[src/rtl/assert_macros.svh]
// assertion macros shared by the magnetometer heading rtl
// expects signals named clk and arst_n in the module that uses them
`ifndef ASSERT_MACROS_SVH
`define ASSERT_MACROS_SVH

// antecedent implies consequent in the same cycle
`define MH_ASSERT_IMPL(lbl, ante, cons, msg) \
	lbl: assert property (@(posedge clk) disable iff (!arst_n) (ante) |-> (cons)) \
		else $error(msg);

// antecedent implies consequent in the next cycle
`define MH_ASSERT_NEXT(lbl, ante, cons, msg) \
	lbl: assert property (@(posedge clk) disable iff (!arst_n) (ante) |=> (cons)) \
		else $error(msg);

`endif

[src/rtl/mh_pkg.sv]
// package for the magnetometer heading block
// widths, cordic arc table, sequencer states; no dependencies
package mh_pkg;

	localparam int BYTE_W      = 8;
	localparam int CNT_W       = 3;
	localparam int BEARING_W   = 15;
	localparam int SAMPLE_W    = 16;
	localparam int ANGLE_W     = 32;
	localparam int CW          = 20;  // cordic datapath, covers gain of about 1.65
	localparam int TABLE_LEN   = 24;
	localparam int IDX_W       = $clog2(TABLE_LEN);
	localparam int CORDIC_STEPS = 16;
	localparam int STEP_CNT    = (CORDIC_STEPS > TABLE_LEN) ? TABLE_LEN : CORDIC_STEPS;
	localparam int PROD_W      = ANGLE_W + BEARING_W;
	localparam int SUM_W       = BEARING_W + 2;
	localparam int FULL_UNITS  = 23040;
	localparam int BYTES_FULL  = 6;

	localparam logic [IDX_W-1:0]   LAST_IDX  = IDX_W'(STEP_CNT - 1);
	localparam logic [ANGLE_W-1:0] HALF_TURN = 32'h8000_0000;

	// atan(2^-i), full turn = 2^32
	localparam logic [ANGLE_W-1:0] ARC_TABLE [TABLE_LEN] = '{
		32'h20000000, 32'h12E4051E, 32'h09FB385B, 32'h051111D4,
		32'h028B0D43, 32'h0145D7E1, 32'h00A2F61E, 32'h00517C55,
		32'h0028BE53, 32'h00145F2F, 32'h000A2F98, 32'h000517CC,
		32'h00028BE6, 32'h000145F3, 32'h0000A2FA, 32'h0000517D,
		32'h000028BE, 32'h0000145F, 32'h00000A30, 32'h00000518,
		32'h0000028C, 32'h00000146, 32'h000000A3, 32'h00000051
	};

	typedef enum logic [2:0] {
		ST_IDLE,
		ST_CORD,
		ST_MUL,
		ST_RND,
		ST_SUM,
		ST_FIN
	} state_t;

	typedef struct packed {
		logic busy;
		logic done;
	} cordic_status_t;

endpackage

[src/rtl/mh_sample_if.sv]
// input channel: one magnetometer read
// depends on mh_pkg
interface mh_sample_if;
	logic                        valid;
	logic                        ready;
	logic [mh_pkg::BYTE_W-1:0]   x_high;
	logic [mh_pkg::BYTE_W-1:0]   x_low;
	logic [mh_pkg::BYTE_W-1:0]   y_high;
	logic [mh_pkg::BYTE_W-1:0]   y_low;
	logic [mh_pkg::CNT_W-1:0]    bytes_received;

	modport source(output valid, x_high, x_low, y_high, y_low, bytes_received, input ready);
	modport sink(input valid, x_high, x_low, y_high, y_low, bytes_received, output ready);
endinterface

[src/rtl/mh_heading_if.sv]
// output channel: one bearing result
// depends on mh_pkg
interface mh_heading_if;
	logic                          valid;
	logic                          ready;
	logic [mh_pkg::BEARING_W-1:0]  bearing;
	logic                          read_error;

	modport source(output valid, bearing, read_error, input ready);
	modport sink(input valid, bearing, read_error, output ready);
endinterface

[src/rtl/mh_cfg_if.sv]
// configuration write channel: declination register
// depends on mh_pkg
interface mh_cfg_if;
	logic                                valid;
	logic                                ready;
	logic signed [mh_pkg::BEARING_W-1:0] declination;

	modport source(output valid, declination, input ready);
	modport sink(input valid, declination, output ready);
endinterface

[src/rtl/mh_cordic.sv]
// vectoring cordic, one shift-add iteration per cycle
// depends on mh_pkg and assert_macros.svh
`include "assert_macros.svh"

module mh_cordic (
	input  logic                                clk,
	input  logic                                arst_n,
	input  logic                                start,
	input  logic signed [mh_pkg::SAMPLE_W-1:0]  x_in,
	input  logic signed [mh_pkg::SAMPLE_W-1:0]  y_in,
	output mh_pkg::cordic_status_t              status,
	output logic [mh_pkg::ANGLE_W-1:0]          angle
);

	logic signed [mh_pkg::CW-1:0]  x_q, y_q, xs, ys, x_ext, y_ext;
	logic [mh_pkg::ANGLE_W-1:0]    z_q;
	logic [mh_pkg::IDX_W-1:0]      i_q;
	logic                          run_q, done_q, zero_q;

	assign x_ext = mh_pkg::CW'(x_in);
	assign y_ext = mh_pkg::CW'(y_in);
	assign xs = x_q >>> i_q;
	assign ys = y_q >>> i_q;

	always_ff @(posedge clk or negedge arst_n) begin
		if (!arst_n) begin
			run_q  <= 1'b0;
			done_q <= 1'b0;
			i_q    <= '0;
		end else begin
			done_q <= run_q && (i_q == mh_pkg::LAST_IDX);
			if (start) begin
				run_q <= 1'b1;
				i_q   <= '0;
			end else if (run_q) begin
				if (i_q == mh_pkg::LAST_IDX)
					run_q <= 1'b0;
				else
					i_q <= i_q + 1'b1;
			end
		end
	end

	always_ff @(posedge clk) begin
		if (start) begin
			zero_q <= (x_in == '0) && (y_in == '0);
			// left half plane: rotate by half a turn first
			if (x_in[mh_pkg::SAMPLE_W-1]) begin
				x_q <= -x_ext;
				y_q <= -y_ext;
				z_q <= mh_pkg::HALF_TURN;
			end else begin
				x_q <= x_ext;
				y_q <= y_ext;
				z_q <= '0;
			end
		end else if (run_q) begin
			if (!y_q[mh_pkg::CW-1]) begin
				x_q <= x_q + ys;
				y_q <= y_q - xs;
				z_q <= z_q + mh_pkg::ARC_TABLE[i_q];
			end else begin
				x_q <= x_q - ys;
				y_q <= y_q + xs;
				z_q <= z_q - mh_pkg::ARC_TABLE[i_q];
			end
		end
	end

	assign status.busy = run_q;
	assign status.done = done_q;
	assign angle       = zero_q ? '0 : z_q;

	`MH_ASSERT_IMPL(a_idx_bound, run_q, i_q <= mh_pkg::LAST_IDX, "cordic index past last step")
	`MH_ASSERT_NEXT(a_last_done, run_q && (i_q == mh_pkg::LAST_IDX), done_q, "no done after last step")
	`MH_ASSERT_NEXT(a_done_pulse, done_q, !done_q, "cordic done held longer than one cycle")

endmodule

[src/rtl/magnetometer_heading_top.sv]
// magnetometer heading top level: sequencer, angle scaling, declination wrap
// depends on mh_pkg, the three channel interfaces, mh_cordic, assert_macros.svh
`include "assert_macros.svh"

// Takes one magnetometer read per transaction on sample and returns one bearing
// transaction on heading, in 1/64 degree units from 0 to 23039. A complete read
// (bytes_received equal to six) reaches the output register in these steps after
// its acceptance: the cordic is loaded at the accepting edge, then 16 shift-add
// iterations in the single shared cordic unit (one step per cycle), a state in
// which its done flag is seen, a 32x15 multiply, a rounding step, the
// declination add with wrap, and the output load. The next read can be taken at
// the earliest in the cycle after the output load. A short read goes from
// acceptance through the finish state to the output register with the last good
// bearing and read_error set, and the next read follows in the same way.
// sample.ready is high only while the sequencer is idle; the output register
// lets a finished result wait on heading while the next read is taken, and the
// sequencer holds its own result until that register frees, so a stall on
// heading delays its output load. Declination is a signed 15-bit value in 1/64
// degree; the user must see that it is written on cfg while no read is in
// flight, as the block does not enforce it.

module magnetometer_heading_top (
	input  logic          clk,
	input  logic          arst_n,
	mh_sample_if.sink     sample,
	mh_heading_if.source  heading,
	mh_cfg_if.sink        cfg
);

	mh_pkg::state_t                    state_q, state_d;
	mh_pkg::cordic_status_t            cst;

	logic                              accept, short_read, cordic_start, out_load;
	logic [mh_pkg::ANGLE_W-1:0]        angle;
	logic signed [mh_pkg::SAMPLE_W-1:0] x_sample, y_sample;

	logic signed [mh_pkg::BEARING_W-1:0] decl_q;
	logic [mh_pkg::BEARING_W-1:0]      last_bearing_q, res_q, h_q, out_bearing_q, h_rnd;
	logic [mh_pkg::PROD_W-1:0]         prod_q, rnd_sum;
	logic signed [mh_pkg::SUM_W-1:0]   sum, wrapped;
	logic                              err_q, out_valid_q, out_err_q;

	// byte pairs, msb first
	assign x_sample = {sample.x_high, sample.x_low};
	assign y_sample = {sample.y_high, sample.y_low};

	assign accept     = sample.valid && sample.ready;
	assign short_read = sample.bytes_received != mh_pkg::CNT_W'(mh_pkg::BYTES_FULL);

	mh_cordic u_cordic (
		.clk    (clk),
		.arst_n (arst_n),
		.start  (cordic_start),
		.x_in   (x_sample),
		.y_in   (y_sample),
		.status (cst),
		.angle  (angle)
	);

	// binary angle to 1/64 degree, round half up, full circle folds to zero
	assign rnd_sum = prod_q + mh_pkg::PROD_W'(mh_pkg::HALF_TURN);
	assign h_rnd   = rnd_sum[mh_pkg::PROD_W-1:mh_pkg::ANGLE_W];

	// declination add, one correction either way is enough
	assign sum = $signed({2'b00, h_q}) + mh_pkg::SUM_W'(decl_q);
	always_comb begin
		if (sum < 0)
			wrapped = sum + mh_pkg::SUM_W'(mh_pkg::FULL_UNITS);
		else if (sum >= mh_pkg::SUM_W'(mh_pkg::FULL_UNITS))
			wrapped = sum - mh_pkg::SUM_W'(mh_pkg::FULL_UNITS);
		else
			wrapped = sum;
	end

	// next state
	always_comb begin
		state_d = state_q;
		case (state_q)
			mh_pkg::ST_IDLE: begin
				if (accept)
					state_d = short_read ? mh_pkg::ST_FIN : mh_pkg::ST_CORD;
			end
			mh_pkg::ST_CORD: begin
				if (cst.done)
					state_d = mh_pkg::ST_MUL;
			end
			mh_pkg::ST_MUL: state_d = mh_pkg::ST_RND;
			mh_pkg::ST_RND: state_d = mh_pkg::ST_SUM;
			mh_pkg::ST_SUM: state_d = mh_pkg::ST_FIN;
			mh_pkg::ST_FIN: begin
				if (!out_valid_q || heading.ready)
					state_d = mh_pkg::ST_IDLE;
			end
			default: state_d = mh_pkg::ST_IDLE;
		endcase
	end

	// sequencer outputs
	always_comb begin
		sample.ready = 1'b0;
		cordic_start = 1'b0;
		out_load     = 1'b0;
		case (state_q)
			mh_pkg::ST_IDLE: begin
				sample.ready = 1'b1;
				cordic_start = sample.valid && !short_read;
			end
			mh_pkg::ST_FIN: out_load = !out_valid_q || heading.ready;
			default: ;
		endcase
	end

	// control state
	always_ff @(posedge clk or negedge arst_n) begin
		if (!arst_n) begin
			state_q        <= mh_pkg::ST_IDLE;
			out_valid_q    <= 1'b0;
			decl_q         <= '0;
			last_bearing_q <= '0;
		end else begin
			state_q <= state_d;
			if (cfg.valid)
				decl_q <= cfg.declination;
			if (out_load) begin
				out_valid_q <= 1'b1;
				if (!err_q)
					last_bearing_q <= res_q;
			end else if (heading.ready) begin
				out_valid_q <= 1'b0;
			end
		end
	end

	// datapath registers
	always_ff @(posedge clk) begin
		if (accept) begin
			err_q <= short_read;
			res_q <= last_bearing_q;
		end
		if (state_q == mh_pkg::ST_MUL)
			prod_q <= mh_pkg::PROD_W'(angle) * mh_pkg::PROD_W'(mh_pkg::FULL_UNITS);
		if (state_q == mh_pkg::ST_RND)
			h_q <= (h_rnd == mh_pkg::BEARING_W'(mh_pkg::FULL_UNITS)) ? '0 : h_rnd;
		if (state_q == mh_pkg::ST_SUM)
			res_q <= wrapped[mh_pkg::BEARING_W-1:0];
		if (out_load) begin
			out_bearing_q <= res_q;
			out_err_q     <= err_q;
		end
	end

	assign cfg.ready          = 1'b1;
	assign heading.valid      = out_valid_q;
	assign heading.bearing    = out_bearing_q;
	assign heading.read_error = out_err_q;

	`MH_ASSERT_IMPL(a_bearing_range, heading.valid, heading.bearing < mh_pkg::BEARING_W'(mh_pkg::FULL_UNITS), "bearing out of range")
	`MH_ASSERT_IMPL(a_err_repeats, heading.valid && heading.read_error, heading.bearing == last_bearing_q, "short read does not repeat last bearing")
	`MH_ASSERT_IMPL(a_done_in_cord, cst.done, state_q == mh_pkg::ST_CORD, "cordic done outside wait state")
	`MH_ASSERT_NEXT(a_start_busy, cordic_start, cst.busy, "cordic not running after start")

endmodule

[src/flat_wrapper.sv]
// flat-port wrapper written by rule: the top's interface ports become plain ports
module magnetometer_heading_top_flat 
  (clk, arst_n, sample_valid, sample_x_high, sample_x_low, sample_y_high, sample_y_low, sample_bytes_received, sample_ready, heading_valid, heading_bearing, heading_read_error, heading_ready, cfg_valid, cfg_declination, cfg_ready);
  mh_sample_if sample_i ();
  mh_heading_if heading_i ();
  mh_cfg_if cfg_i ();
  input  logic clk;
  input  logic arst_n;
  input wire logic [$bits(sample_i.valid)-1:0] sample_valid;
  input wire logic [$bits(sample_i.x_high)-1:0] sample_x_high;
  input wire logic [$bits(sample_i.x_low)-1:0] sample_x_low;
  input wire logic [$bits(sample_i.y_high)-1:0] sample_y_high;
  input wire logic [$bits(sample_i.y_low)-1:0] sample_y_low;
  input wire logic [$bits(sample_i.bytes_received)-1:0] sample_bytes_received;
  output wire logic [$bits(sample_i.ready)-1:0] sample_ready;
  output wire logic [$bits(heading_i.valid)-1:0] heading_valid;
  output wire logic [$bits(heading_i.bearing)-1:0] heading_bearing;
  output wire logic [$bits(heading_i.read_error)-1:0] heading_read_error;
  input wire logic [$bits(heading_i.ready)-1:0] heading_ready;
  input wire logic [$bits(cfg_i.valid)-1:0] cfg_valid;
  input wire logic [$bits(cfg_i.declination)-1:0] cfg_declination;
  output wire logic [$bits(cfg_i.ready)-1:0] cfg_ready;
  assign sample_i.valid = sample_valid;
  assign sample_i.x_high = sample_x_high;
  assign sample_i.x_low = sample_x_low;
  assign sample_i.y_high = sample_y_high;
  assign sample_i.y_low = sample_y_low;
  assign sample_i.bytes_received = sample_bytes_received;
  assign sample_ready = sample_i.ready;
  assign heading_valid = heading_i.valid;
  assign heading_bearing = heading_i.bearing;
  assign heading_read_error = heading_i.read_error;
  assign heading_i.ready = heading_ready;
  assign cfg_i.valid = cfg_valid;
  assign cfg_i.declination = cfg_declination;
  assign cfg_ready = cfg_i.ready;
  magnetometer_heading_top u_core (.clk(clk), .arst_n(arst_n), .sample(sample_i), .heading(heading_i), .cfg(cfg_i));
endmodule
[config.mk]
export PLATFORM = sky130hd
export DESIGN_NAME = magnetometer_heading_top_flat
export DESIGN_NICKNAME = d
export VERILOG_FILES = /design/src/rtl/mh_pkg.sv /design/src/rtl/mh_sample_if.sv /design/src/rtl/mh_heading_if.sv /design/src/rtl/mh_cfg_if.sv /design/src/rtl/mh_cordic.sv /design/src/rtl/magnetometer_heading_top.sv /design/src/flat_wrapper.sv
export VERILOG_INCLUDE_DIRS = /design/src /design/src/rtl
export SDC_FILE = /design/constraint.sdc
export NUM_CORES = 1
export LEC_CHECK = 0
export BUFFER_PORTS_ARGS = -buffer_cell sky130_fd_sc_hd__buf_2
export CELL_PAD_IN_SITES_DETAIL_PLACEMENT = 1
export CELL_PAD_IN_SITES_GLOBAL_PLACEMENT = 1
export CORE_ASPECT_RATIO = 0.8
export CORE_UTILIZATION = 45
export CTS_CLUSTER_SIZE = 12
export DETAILED_ROUTE_END_ITERATION = 16
export PLACE_DENSITY = 0.79
export SYNTH_ARGS = -nofsm -noshare
export SYNTH_HDL_FRONTEND = slang
export SYNTH_SLANG_ARGS = --single-unit
export TNS_END_PERCENT = 100
[constraint.sdc]
create_clock -name clk -period 15.2 [get_ports clk]
set_input_delay 3.04 -clock clk [delete_from_list [all_inputs] [get_ports clk]]
set_output_delay 3.04 -clock clk [all_outputs]
set_load 0.05 [all_outputs]
=== Word level (Yosys, flattened, before mapping) ===
Memory sizes are Yosys's and may differ from the RTL's.
Cells that the tools add are included.

* Order comparisons: 3
* Shifts and indexed selects: 2
* Reduce and logical (&&, ||, !) cells: 16
* Multiply operators: 1
* Equal/unequal tests: 12
* Bitwise logic cells: 2
* Add/sub/neg operators: 13
* Muxes and demuxes: 35
* Divide/modulo/power cells: 0

{| class="wikitable"
|+ Operators with widths
! cell !! number
|-
| $mux 32 || 7
|-
| $mux 20 || 8
|-
| $mux 15 || 4
|-
| $add 47x32->47 const B || 1
|-
| $add 20x20->20 || 2
|-
| $neg 16->20 || 2
|-
| $sshr 20x5->20 || 2
|-
| $sub 20x20->20 || 2
|-
| $mul 32x6->38 const B || 1
|-
| $add 32x32->32 || 1
|-
| $logic_not 16->1 || 2
|-
| $sub 32x32->32 || 1
|-
| $pmux 3 s6 || 1
|-
| $add 16x15->17 || 1
|-
| $ge 17x16->1 const B || 1
|-
| $lt 17x1->1 const B || 1
|-
| $add 15x15->15 const B || 1
|-
| $eq 15x15->1 const B || 1
|-
| $mux 5 || 3
|-
| $sub 15x15->15 const B || 1
|-
| $mux 3 || 4
|-
| $mux 1 || 8
|-
| $eq 3x2->1 const B || 2
|-
| $eq 3x3->1 const B || 2
|-
| 16 further kinds || 25
|}

* Bits in read-only memories: 1024
* Register bits: 199
* Input port bits: 55
* Memories: 1
* Bits in latches: 0
* RAM bits: 0

{| class="wikitable"
|+ Memories
! memory !! depth !! bits a word !! read ports !! clocked after memory_dff !! write ports !! RTL line !! RTL
|-
| (no name shown) || 32 || 32 || 1 || 0 || 0 || mh_cordic.sv:65 || <nowiki>z_q <= z_q - mh_pkg::ARC_TABLE[i_q];</nowiki>
|}

=== Longest topological paths before layout ===
* Depth in word-level cells: 8
* Gate-level depth with buffers: 27
* Depth with buffers taken out: 23

=== Modules after synthesis ===
Synthesis repeated with hierarchy kept, for this count alone.

* Cell total of the unflattened synthesis: 2201
* Area, all modules: 19814.0 µm²

{| class="wikitable"
|+ Modules (own cells, without submodules)
! module !! sequential area each (µm²) !! area an instance (µm²) !! times used !! cells an instance
|-
| mh_cordic || 2367.3 || 11843.9 || 1 || 1433
|-
| magnetometer_heading_top || 2742.6 || 7970.1 || 1 || 768
|}

=== Worst setup path after synthesis ===
OpenSTA, ideal clock, no wires.

* Path kind: flip-flop to flip-flop
* From: register u_core.u_cordic.i_q[1] (netlist bit)
* To: register u_core.u_cordic.z_q[31] (netlist bit), data pin
* Data arrival time: 5.846 ns
* Data required time: 14.931 ns
* Path buffers: 4
* Library setup time: 0.269 ns
* Cell stages (with the launch flop): 28
* Path slack: 9.084 ns
* Clock period less this slack: 6.116 ns
* Cells stage by stage: dfrtp_1 buf_2 buf_2 buf_4 buf_4 inv_1 ha_1 nand2b_1 o22ai_1 o21ai_0 o21ai_0 ha_1 or3b_2 nor2_1 nor4b_1 and3_1 nor2_1 xnor2_1 ha_1 and4_1 and3_1 a221o_1 a21oi_1 o31ai_1 a211oi_1 a21oi_1 xnor2_1 o21ai_0

* Longest elaborated chain between the ends: 8

{| class="wikitable"
|+ RTL lines
! item !! RTL line !! RTL
|-
| start: declaration || mh_cordic.sv:17 || <nowiki>logic [mh_pkg::IDX_W-1:0] i_q;</nowiki>
|-
| start signal: assignment || mh_cordic.sv:39 || <nowiki>i_q <= i_q + 1'b1;</nowiki>
|-
| $not 5->6 (not written as such) * || mh_cordic.sv:61, mh_cordic.sv:65 ||
|-
| $mem_v2 32x32 * || n/a ||
|-
| $mux 32 (not written as such) * (2 in a row) || mh_cordic.sv:65 ||
|-
| $add 32x32->32 / $sub 32x32->32 (equally long branches) || mh_cordic.sv:61, mh_cordic.sv:65 ||
|-
| $mux 32 * || mh_cordic.sv:58 || <nowiki>if (!y_q[mh_pkg::CW-1]) begin</nowiki>
|-
| $mux 32 * || mh_cordic.sv:57 || <nowiki>end else if (run_q) begin</nowiki>
|-
| $mux 32 * || mh_cordic.sv:45 || <nowiki>if (start) begin</nowiki>
|-
| end signal: assignment || mh_cordic.sv:51 || <nowiki>z_q <= mh_pkg::HALF_TURN;</nowiki>
|-
| end signal: assignment || mh_cordic.sv:61 || <nowiki>z_q <= z_q + mh_pkg::ARC_TABLE[i_q];</nowiki>
|-
| end signal: assignment || mh_cordic.sv:65 ||
|-
| end: declaration || mh_cordic.sv:16 || <nowiki>logic [mh_pkg::ANGLE_W-1:0] z_q;</nowiki>
|}

Every way passes the cells marked *; elsewhere a longest branch is shown, timed or not. The select of a mux whose other input is x is not followed.
A chain may end at the register's enable or synchronous reset.

=== Final worst setup path ===
* From: register u_core.u_cordic.i_q[0] (netlist bit)
* To: register u_core.u_cordic.z_q[31] (netlist bit), data pin

The elaborated chain is that of the path after synthesis.

==> Implementation_results.wiki <==
{| class="wikitable"
! Metric !! Value
|-
| Cells after synthesis || 2,143
|-
| Total GRT Usage || between 20% and 30%
|-
| Number of rows in the core area || 67
|-
| Total standard cell area after synthesis || a little under 20,000 sq um
|-
| First DRT Iteration DRCs || roughly 1,200
|-
| Net count after synthesis || approximately 2,400
|-
| Inserted Clock Buffers || 17
|-
| Post-cts sizing count || 0
|-
| Setup total negative slack || 0 ns
|-
| Number of hold-slack violations in the final timing report || 0
|-
| Core Region || about 42,000 sq um
|-
| Family with the most delay on the worst path || simple AND/OR/NAND/NOR gates
|-
| Placed wire-length estimate after detailed placement || about 45,000 microns
|-
| Maximum frequency from static timing analysis || about 140 MHz
|-
| Max Transition Viols Final || 0
|-
| Total vias in the final route || 16,433
|-
| Via count of the first global-routing pass || between 15,000 and 20,000
|-
| Number of different library cells in the post-synthesis netlist || between 90 and 100
|-
| Maximum fanout along the worst path || 50
|-
| Post-Syn Area per Cell || between 9 and 10 sq um
|-
| Io pins || 74
|-
| Final weighted congestion in routability-driven placement || a little over 0.9
|-
| Via-per-instance ratio || ~6.0
|-
| Largest clock skew in the final design || approximately 0.015 ns
|-
| Layout cell share with drive strength beyond 1 || a little under an eighth
|-
| Count of state elements after synthesis || 177
|-
| Number of antenna violations at the first check in global routing || 1
|-
| WL final || 57,480 microns
|-
| Maxcap violations || 0
|-
| Clock sinks || 177
|-
| Final worst hold slack || around 0.46 ns
|-
| Setup CP Type || register to register
|-
| Die Footprint || around 44,000 sq um
|-
| Longest individual stage delay on the worst path || around 0.56 ns
|-
| Total setup violations reported at the end of the flow || 0
|-
| Global route overflow || 0
|-
| DRC Markers || 0
|-
| Class of the tightest hold or removal check || register to register
|-
| Most frequently used flop master after synthesis || sky130_fd_sc_hd__edfxtp_1
|-
| Unrepaired setup endpoints after global routing || no
|-
| Post-CTS clock slew at the launch and capture registers of the worst setup and hold paths || 0.08 ns
|-
| Critical path required time || 15.41 ns
|-
| Setup crit start kind || register
|-
| Worst Path Arrival || about 7.4 ns
|-
| TritonCTS clock tree || yes
|-
| H-Tree Level Count || 4
|-
| Layout overhead on the synthesized area || 7.189%
|-
| Rel. slew slack || 15.68%
|-
| Clock latency of the later-clocked register in the worst-skew pair || approximately 0.48 ns
|-
| Synth warnings || 0
|-
| Setup Buffers After CTS || 0
|-
| Global-route wire length before repair || 92,030 microns
|-
| Avg WL per Cell || ~21 microns
|-
| Pin count of the biggest net entering global routing || 79
|-
| Die height || roughly 190 microns
|-
| Net count reported at finish || 2,449
|-
| Final critical path time including I/O delays and setup || ~7.2 ns
|-
| Clock Root Buffer || sky130_fd_sc_hd__clkbuf_16
|-
| Transition at the pin with the smallest max-transition slack || around 1.3 ns
|-
| Buf+Inv Stages, Crit Path || 2
|-
| Post-synth EDFFs || around 140
|-
| Inserted Diodes || 0
|-
| Total of buffers placed on input and output ports || slightly above 70
|-
| Cells along the critical path || buf_4, inv_1, ha_1, nand2b_1, o22ai_1, o21ai_0, o21ai_0, ha_1, or3b_2, nor2_1, nor4b_1, and3_1, nor2_1, xnor2_1, ha_1, and4_1, and3_1, a221o_1, a21oi_1, o31ai_1, a211oi_1, a21oi_1, xnor2_1, o21ai_0
|-
| Part of the cycle the worst path needs || a little under half
|-
| Status || completed
|-
| Number of antenna-violating nets in the routed design || 0
|-
| Initial core utilization || around 46%
|-
| Number of detailed-route iterations in the first pass || 5
|-
| X dimension of the die || 234.5 microns
|-
| Cell with the largest stage delay on the worst path || sky130_fd_sc_hd__buf_4
|-
| Seq/Total Area, Yosys || approximately a quarter
|-
| Hold buffers post-CTS || 0
|-
| Fraction of synthesis flops using an asynchronous set or reset pin || a little under a quarter
|-
| Maximum buffer depth of the clock tree || 2
|-
| Critical Path End Type || register
|}
-- synthesized netlist by cell type, drive strengths merged, types with 8 or more instances --
cell	count	area, sq um
a211oi	21	157.7
a21boi	9	67.56
a21o	48	360.4
a21oi	141	709.4
a221oi	8	70.07
a31o	10	87.59
a31oi	18	112.6
and2	12	75.07
and3	27	168.9
buf	33	176.4
clkbuf	58	217.7
dfrtp	41	1026
edfxtp	136	4084
fa	61	1221
ha	174	2177
inv	179	671.9
mux2	50	563.0
mux2i	40	400.4
mux4	40	923.4
nand2	164	615.6
nand2b	31	193.9
nand3	44	225.2
nand4	13	81.33
nor2	193	734.5
nor2b	45	281.5
nor3	38	190.2
o211ai	16	120.1
o21a	15	112.6
o21ai	107	539.3
o21bai	10	75.07
o22ai	17	106.4
o31a	8	70.07
o31ai	16	120.1
or2	15	93.84
or3	22	142.6
xnor2	94	830.8
xor2	80	700.7
-- final cells by class --
class / instances / area [sq um]
Inverter: 181 / 679.4
Timing Repair Buffer: 88 / 480.5
Multi-Input combinational cell: 1694 / 13300
Tap cell: 552 / 690.7
Clock inverter: 15 / 165.2
Clock buffer: 17 / 425.4
Fill cell: 4949 / 21390
Sequential cell: 177 / 5114
-- path summary, 6_finish.rpt --
kind | startpoint | end | slack, ns | depth (start not counted)
min in group asynchronous | arst_n | u_core.last_bearing_q[2] | 2.64 | 2
min reg2reg | u_core.res_q[1] | u_core.heading.bearing[1] | 0.46 | 0
min | u_core.res_q[1] | u_core.heading.bearing[1] | 0.46 | 0
max in group asynchronous | arst_n | u_core.u_cordic.i_q[1] | 12.16 | 2
max reg2reg | u_core.u_cordic.i_q[0] | u_core.u_cordic.z_q[31] | 7.98 | 24
max | u_core.u_cordic.i_q[0] | u_core.u_cordic.z_q[31] | 7.98 | 24
-- sequential cells by signal, summed over array words and instances (netlist names) --
| name | cells |
|---|---|
| u_core.u_cordic.done_q | 1 |
| u_core.state_q | 3 |
| u_core.u_cordic.x_q | 20 |
| u_core.heading.valid | 1 |
| u_core.u_cordic.z_q | 32 |
| u_core.h_q | 15 |
| u_core.u_cordic.y_q | 20 |
| u_core.err_q | 1 |
| u_core.heading.read_error | 1 |
| u_core.u_cordic.i_q | 5 |
| u_core.u_cordic.zero_q | 1 |
| u_core.prod_q | 16 |
| u_core.decl_q | 15 |
| u_core.last_bearing_q | 15 |
| u_core.u_cordic.run_q | 1 |
| u_core.heading.bearing | 15 |
| u_core.res_q | 15 |
-- stage by stage --
step	setup slack, ns	area, sq um	util [%]	std cells
floorplan	9.084	19460	-	2143
global placement	8.217	20260	47.96	2692
detailed placement	8.063	20260	47.96	2692
CTS	8.007	20860	49.36	2724
global route	7.452	20860	49.37	2724
finish	7.984	20860	49.37	2724
-- layer usage --
metal / vias to the layer above / share of wire (%) / track usage, %
li1: 7760 / - / -
met1: 8269 / 48 / 38.27
met2: 373 / 45 / 41.66
met3: 31 / 5.3 / 4.197
met4: 0 / 0.99 / 5.310
met5: - / 0 / 0
-- kinds of logic after synthesis --
family / synth area share (%)
compound gates: 16.94
mux: 9.696
xor+xnor: 7.870
other cells: 0.01927
simple gates: 16.23
flops: 26.26
buf+inv: 5.517
fa+ha+maj: 17.46
-- cells in the final DEF, fill, tap and decap left out, types with 61 or more instances in the layout --
cell type / Yosys / final
sky130_fd_sc_hd__nand2_1: 164 / 164
sky130_fd_sc_hd__buf_2: 15 / 72
sky130_fd_sc_hd__xor2_1: 80 / 80
sky130_fd_sc_hd__a21oi_1: 140 / 140
sky130_fd_sc_hd__inv_1: 178 / 178
sky130_fd_sc_hd__xnor2_1: 93 / 93
sky130_fd_sc_hd__fa_1: 61 / 61
sky130_fd_sc_hd__ha_1: 174 / 174
sky130_fd_sc_hd__o21ai_0: 105 / 105
sky130_fd_sc_hd__edfxtp_1: 136 / 136
sky130_fd_sc_hd__nor2_1: 191 / 190
Power is left out: the tool's default activity adds up to more than one toggle a clock period on the data nets, which glitch-free logic cannot reach.
